**config.mk**
```make
export PLATFORM = sky130hd
export DESIGN_NAME = utf8_stream_validator_unit
export DESIGN_NICKNAME = d
export VERILOG_FILES = /design/src/sv/utf8v_pkg.sv /design/src/sv/utf8v_step.sv /design/src/sv/utf8_stream_validator_unit.sv
export SDC_FILE = /design/constraint.sdc
export NUM_CORES = 1
export LEC_CHECK = 0
export BUFFER_PORTS_ARGS = -buffer_cell sky130_fd_sc_hd__buf_2
export CAP_MARGIN = 10
export CELL_PAD_IN_SITES_DETAIL_PLACEMENT = 0
export CELL_PAD_IN_SITES_GLOBAL_PLACEMENT = 1
export CORE_MARGIN = 10
export CORE_UTILIZATION = 25
export CTS_CLUSTER_SIZE = 25
export DETAILED_ROUTE_END_ITERATION = 12
export GPL_TIMING_DRIVEN = 0
export PLACE_DENSITY_LB_ADDON = 0.1
export SYNTH_ARGS = -nofsm -noshare
export SYNTH_HDL_FRONTEND = slang
export SYNTH_SLANG_ARGS = --single-unit
```
**constraint.sdc**
```tcl
create_clock -name aclk -period 2.65 [get_ports aclk]
set_input_delay 0.53 -clock aclk [delete_from_list [all_inputs] [get_ports aclk]]
set_output_delay 0.53 -clock aclk [all_outputs]
set_load 0.005 [all_outputs]
```
**src/sv/utf8v_pkg.sv**
```systemverilog
package utf8v_pkg;

    // allowed range of the byte that follows a lead byte
    typedef enum logic [2:0] {
        CLS_NORMAL = 3'd0,  // 80..BF
        CLS_E0     = 3'd1,  // A0..BF
        CLS_ED     = 3'd2,  // 80..9F
        CLS_F0     = 3'd3,  // 90..BF
        CLS_F4     = 3'd4   // 80..8F
    } second_class_t;

    typedef struct packed {
        logic [1:0]    cont_left;
        second_class_t second_class;
        logic          at_second;
        logic          error_seen;
    } utf8v_state_t;

    localparam utf8v_state_t STATE_CLEAR = '{
        cont_left:    2'd0,
        second_class: CLS_NORMAL,
        at_second:    1'b0,
        error_seen:   1'b0
    };

    localparam logic [7:0] BYTE_TERM   = 8'h00;
    localparam logic [7:0] BYTE_TAB    = 8'h09;
    localparam logic [7:0] BYTE_LF     = 8'h0A;
    localparam logic [7:0] BYTE_CR     = 8'h0D;
    localparam logic [7:0] PRINT_LO    = 8'h20;
    localparam logic [7:0] PRINT_HI    = 8'h7E;
    localparam logic [7:0] CONT_LO     = 8'h80;
    localparam logic [7:0] CONT_HI     = 8'hBF;
    localparam logic [7:0] LEAD2_LO    = 8'hC2;
    localparam logic [7:0] LEAD2_HI    = 8'hDF;
    localparam logic [7:0] LEAD3_E0    = 8'hE0;
    localparam logic [7:0] LEAD3_ED    = 8'hED;
    localparam logic [7:0] LEAD3_HI    = 8'hEF;
    localparam logic [7:0] LEAD4_F0    = 8'hF0;
    localparam logic [7:0] LEAD4_F4    = 8'hF4;
    localparam logic [7:0] SEC_E0_LO   = 8'hA0;
    localparam logic [7:0] SEC_ED_HI   = 8'h9F;
    localparam logic [7:0] SEC_F0_LO   = 8'h90;
    localparam logic [7:0] SEC_F4_HI   = 8'h8F;

endpackage

```
**src/sv/utf8v_step.sv**
```systemverilog
module utf8v_step
    import utf8v_pkg::*;
(
    input  logic [7:0]   data_byte,
    input  utf8v_state_t state_cur,
    output utf8v_state_t state_nxt,
    output logic         string_valid
);

    logic         is_term;
    logic         cont_ok;
    logic         sec_ok;
    logic         plain_ok;
    utf8v_state_t lead_nxt;
    utf8v_state_t cont_nxt;

    assign is_term = (data_byte == BYTE_TERM);
    assign string_valid = !state_cur.error_seen && (state_cur.cont_left == 2'd0);
    assign cont_ok = (data_byte >= CONT_LO) && (data_byte <= CONT_HI);

    always_comb begin
        unique case (state_cur.second_class)
            CLS_E0:  sec_ok = (data_byte >= SEC_E0_LO) && (data_byte <= CONT_HI);
            CLS_ED:  sec_ok = (data_byte >= CONT_LO) && (data_byte <= SEC_ED_HI);
            CLS_F0:  sec_ok = (data_byte >= SEC_F0_LO) && (data_byte <= CONT_HI);
            CLS_F4:  sec_ok = (data_byte >= CONT_LO) && (data_byte <= SEC_F4_HI);
            default: sec_ok = cont_ok;
        endcase
    end

    assign plain_ok = (data_byte == BYTE_TAB) || (data_byte == BYTE_LF)
                   || (data_byte == BYTE_CR)
                   || ((data_byte >= PRINT_LO) && (data_byte <= PRINT_HI));

    always_comb begin
        lead_nxt = state_cur;
        priority if (plain_ok) begin
            lead_nxt = state_cur;
        end else if ((data_byte >= LEAD2_LO) && (data_byte <= LEAD2_HI)) begin
            lead_nxt = '{cont_left: 2'd1, second_class: CLS_NORMAL, at_second: 1'b1,
                         error_seen: 1'b0};
        end else if (data_byte == LEAD3_E0) begin
            lead_nxt = '{cont_left: 2'd2, second_class: CLS_E0, at_second: 1'b1,
                         error_seen: 1'b0};
        end else if (data_byte == LEAD3_ED) begin
            lead_nxt = '{cont_left: 2'd2, second_class: CLS_ED, at_second: 1'b1,
                         error_seen: 1'b0};
        end else if ((data_byte > LEAD3_E0) && (data_byte <= LEAD3_HI)) begin
            lead_nxt = '{cont_left: 2'd2, second_class: CLS_NORMAL, at_second: 1'b1,
                         error_seen: 1'b0};
        end else if (data_byte == LEAD4_F0) begin
            lead_nxt = '{cont_left: 2'd3, second_class: CLS_F0, at_second: 1'b1,
                         error_seen: 1'b0};
        end else if (data_byte == LEAD4_F4) begin
            lead_nxt = '{cont_left: 2'd3, second_class: CLS_F4, at_second: 1'b1,
                         error_seen: 1'b0};
        end else if ((data_byte > LEAD4_F0) && (data_byte < LEAD4_F4)) begin
            lead_nxt = '{cont_left: 2'd3, second_class: CLS_NORMAL, at_second: 1'b1,
                         error_seen: 1'b0};
        end else begin
            lead_nxt.error_seen = 1'b1;
        end
    end

    always_comb begin
        cont_nxt              = state_cur;
        cont_nxt.at_second    = 1'b0;
        cont_nxt.second_class = CLS_NORMAL;
        if (state_cur.at_second ? sec_ok : cont_ok) begin
            cont_nxt.cont_left = state_cur.cont_left - 2'd1;
        end else begin
            cont_nxt.error_seen = 1'b1;
            cont_nxt.cont_left  = 2'd0;
        end
    end

    always_comb begin
        priority if (is_term) begin
            state_nxt = STATE_CLEAR;
        end else if (state_cur.error_seen) begin
            // bytes after an error are dropped until the terminator
            state_nxt = state_cur;
        end else if (state_cur.cont_left != 2'd0) begin
            state_nxt = cont_nxt;
        end else begin
            state_nxt = lead_nxt;
        end
    end

endmodule

```
**src/sv/utf8_stream_validator_unit.sv**
```systemverilog
// strict utf-8 string checker, one byte per transaction
//
// s_ channel: one string byte per transaction in s_tdata; a zero byte ends
// the string. m_ channel: one result transaction per string, sent for the
// terminator only; m_tdata[0] is 1 when the whole string was valid.
// Non-zero bytes produce no result transaction.
//
// A byte lands in an input register and is checked there by a
// few range compares against the lead/continuation state, which writes the
// result register. Throughput: 1 byte per cycle, except while a terminator
// waits in the input register for the output register to be free.
//
// When the receiver holds m_tready low, the result waits in the output
// register and bytes keep flowing; only a second terminator stalls in the
// input register, so s_tready drops until the result is taken.
// Reset (aresetn low, synchronous) empties both registers and clears the
// checker state, so the next byte starts a new string.
module utf8_stream_validator_unit
    import utf8v_pkg::*;
(
    input  logic       aclk,
    input  logic       aresetn,
    input  logic       s_tvalid,
    output logic       s_tready,
    input  logic [7:0] s_tdata,   // [7:0] data_byte
    output logic       m_tvalid,
    input  logic       m_tready,
    output logic [7:0] m_tdata    // [0] string_valid, [7:1] zero
);

    logic         in_valid_reg;
    logic [7:0]   in_byte_reg;
    logic         out_valid_reg;
    logic         out_data_reg;
    utf8v_state_t state_reg;
    utf8v_state_t state_next;
    logic         result_bit;
    logic         in_is_term;
    logic         out_free;
    logic         in_fire;
    logic         out_load;

    assign in_is_term = (in_byte_reg == BYTE_TERM);
    assign out_free   = !out_valid_reg || m_tready;
    assign in_fire    = in_valid_reg && (!in_is_term || out_free);
    assign out_load   = in_fire && in_is_term;
    assign s_tready   = !in_valid_reg || in_fire;

    utf8v_step u_step (
        .data_byte    (in_byte_reg),
        .state_cur    (state_reg),
        .state_nxt    (state_next),
        .string_valid (result_bit)
    );

    always_ff @(posedge aclk) begin
        if (!aresetn) begin
            in_valid_reg  <= 1'b0;
            out_valid_reg <= 1'b0;
            state_reg     <= STATE_CLEAR;
        end else begin
            if (s_tready) begin
                in_valid_reg <= s_tvalid;
            end
            if (in_fire) begin
                state_reg <= state_next;
            end
            if (out_load) begin
                out_valid_reg <= 1'b1;
            end else if (m_tready) begin
                out_valid_reg <= 1'b0;
            end
        end
    end

    always_ff @(posedge aclk) begin
        if (s_tready && s_tvalid) begin
            in_byte_reg <= s_tdata;
        end
        if (out_load) begin
            out_data_reg <= result_bit;
        end
    end

    assign m_tvalid = out_valid_reg;
    assign m_tdata  = {7'd0, out_data_reg};

endmodule

```
==> flow_metrics.env <==
export IMPL_setup_slack_ps=158.1
export IMPL_grt_use_met3=0.02581
export IMPL_p_leak_nw=0.5046
export IMPL_drc=0
export IMPL_antenna_found_initial=0
export IMPL_clock_latency_ps=260
export IMPL_holdPathStages=1
export IMPL_netlist_cell_type_count=44
export IMPL_busiest_layer="met2"
export IMPL_r2r_end="state_reg[1]"
export IMPL_critPathArrivalTime_ps=1960
export IMPL_path_clk_slew_ps=70
export IMPL_ioPinCount=22
export IMPL_setup_viol=0
export IMPL_worstSetupEndpointType="output pin"
export IMPL_whs_endpoint="in_byte_reg[3]"
export IMPL_mostFrequentLayoutCells="15 x buf_2, 9 x nand2_1, 9 x buf_4, 9 x edfxtp_1, 9 x dfxtp_1"
export IMPL_core_area_sq_um=4058
export IMPL_row_count=23
export IMPL_mostFrequentLayoutCell="buf_2"
export IMPL_root_buffer="clkbuf_8"
export IMPL_slew_headroom=0.4820
export IMPL_synthArstFlopShare=0
export IMPL_synth_ff_type="edfxtp_1"
export IMPL_worst_clock_skew_ps=2.866
export IMPL_hold_path_class="primary input to register"
export IMPL_worstMarginPinSlew_ps=767.2
export IMPL_start_kind="register"
export IMPL_power_density_nw_per_um2=486.7
export IMPL_numCtsBuffers=3
export IMPL_synthCells=105
export IMPL_dieHeight_microns=85.03
export IMPL_final_layout_size_suffix_gt1_frac=0.2769
export IMPL_setup_tns_final_ps=0
export IMPL_syn_area_sq_um=1057
export IMPL_reg2reg_depth=7
export IMPL_start_util=0.2606
export IMPL_reg2reg_slack_ps=490
export IMPL_pre_cts_slack_ps=263.2
export IMPL_viasPerCell=4.622
export IMPL_port_buffers=14
export IMPL_grt_pass1_wl_microns=3850
export IMPL_critPathKind="register to output pin"
export IMPL_hold_viol=0
export IMPL_drt_iter0_markers=19
export IMPL_status="complete, no violations"
export IMPL_dp_hpwl_microns=1838
export IMPL_layout_min_cycle_time_ps=2492
export IMPL_wl_per_cell_microns=12.78
export IMPL_slew_violations=0
export IMPL_clockBufferDepth=2
export IMPL_place_gp_congestion=0.7636
export IMPL_fmax_ghz=0.4013
export IMPL_yosys_register_bits=18
export IMPL_reg2reg_from="in_byte_reg[4]"
export IMPL_postSynthAreaPerCell_sq_um=10.07
export IMPL_grt_pass1_vias=820
export IMPL_met2_usage=0.1022
export IMPL_largest_reg_flops=8
export IMPL_cap_violations=0
export IMPL_peakVddDrop_uv=272.1
export IMPL_timing_hold_worst_start="s_tdata[3]"
export IMPL_cts_max_level=1
export IMPL_yosysWarnings=0
export IMPL_die_x_microns=85.03
export IMPL_globalRouteMet1Util=0.07537
export IMPL_cts_sinks=18
export IMPL_tritoncts="yes"
export IMPL_via_count=832
export IMPL_grt_max_degree=11
export IMPL_grt_usage=0.06458
export IMPL_die_area_sq_um=7230
export IMPL_dr_pass1_iters=4
export IMPL_syn_to_final_growth_pct=19.88
export IMPL_finalCritPeriodShare=0.9403
export IMPL_crit_required_ps=2120
export IMPL_synth_edf_count=9
export IMPL_drtAntennaViolNets=0
export IMPL_crit_fanout=10
export IMPL_yosysSeqAreaShare=0.4260
export IMPL_diodes=0
export IMPL_dp_cells=175
export IMPL_stdcell_count=180
export IMPL_rsz0062_at_grt="no"
export IMPL_overflow=0
export IMPL_nets=144
export IMPL_wirelength_microns=2300
[through the flow]
| stage | cell area [sq um] | hold WS, ps | utilization | total power [mW] |
|---|---|---|---|---|
| floorplan | 1080 | 449.1 | - | 0.3978 |
| global placement | 1212 | 465.8 | 0.2988 | 0.4254 |
| detailed placement | 1212 | 469.7 | 0.2988 | 0.4246 |
| CTS | 1265 | 435.8 | 0.3117 | 0.6278 |
| global route | 1267 | 432.8 | 0.3124 | 0.6537 |
| finish | 1267 | 441.6 | 0.3124 | 0.6169 |
[power breakdown]
group | internal, mW | leakage (nW) | switching (mW)
Clock | 0.103 | 0.0231 | 0.0953
Sequential | 0.308 | 0.160 | 0.0162
Combinational | 0.0450 | 0.322 | 0.0490
Total | 0.456 | 0.505 | 0.161
[logic make-up after synthesis]
kind of cell	after synthesis	synth area share
buffers and inverters	18	0.1006
other	1	0.003547
adder cells (fa/ha/maj)	1	0.01183
AO/OA/AOI/OAI	20	0.1657
flip-flops	18	0.4260
multiplexers	5	0.04734
AND/OR/NAND/NOR	42	0.2450
[critical path: stages, from the launching register on]
cell and delay (ps):
edfxtp_1 380, buf_6 150, or4_4 560, nor3_4 210, nand2_1 100, nor2_2 130
inv_1 50, buf_2 120
[how the worst max path moves through the flow]
| stage | depth (start not counted) | slack, ps | endpoint | from |
|---|---|---|---|---|
| 2_1_floorplan | 6 | 510 | s_tready | in_byte_reg[4] |
| 3_3_place_gp | 7 | 250 | s_tready | in_byte_reg[4] |
| 3_5_place_dp | 7 | 260 | s_tready | in_byte_reg[4] |
| 4_1_cts | 7 | 90 | s_tready | in_byte_reg[4] |
| 5_1_grt | 7 | 40 | s_tready | in_byte_reg[4] |
| 6_report | 7 | 160 | s_tready | in_byte_reg[4] |
[per-layer routing]
layer  part of all wire  up-vias
li1                   -      423
met1               0.47      377
met4              0.017        0
met5                  0        -
met3              0.068        5
met2               0.44       27
[timing repair]
| action | 4_1_cts | 5_1_grt |
|---|---|---|
| setup buffers | 1 | 0 |
| setup endpoints to repair | 1 | 1 |
| pin swaps | 1 | 0 |
| hold buffers | 0 | 0 |
| gates resized for setup | 0 | 1 |
[Yosys cell counts (3+ instances only)]
| cell | n | area (sq um) |
|---|---|---|
| or4_1 | 4 | 30.03 |
| nor2_1 | 7 | 26.28 |
| nand3_1 | 3 | 15.01 |
| buf_4 | 8 | 60.06 |
| edfxtp_1 | 9 | 270.3 |
| nand2_1 | 9 | 33.78 |
| dfxtp_1 | 9 | 180.2 |
| mux2i_1 | 5 | 50.05 |
| inv_1 | 7 | 26.28 |
| a21oi_1 | 3 | 15.01 |
| nor3b_1 | 3 | 22.52 |
[area by class of cell]
class,count,area [sq um]
repair buffers,15,77.57
fillers,423,2790
well taps,50,62.56
multi-input cells,75,525.5
clock buffers,3,41.29
inverters,7,26.28
clock inverters,1,3.754
plain buffers,11,80.08
flip-flops and latches,18,450.4
(Power assumes the default switching activity.)
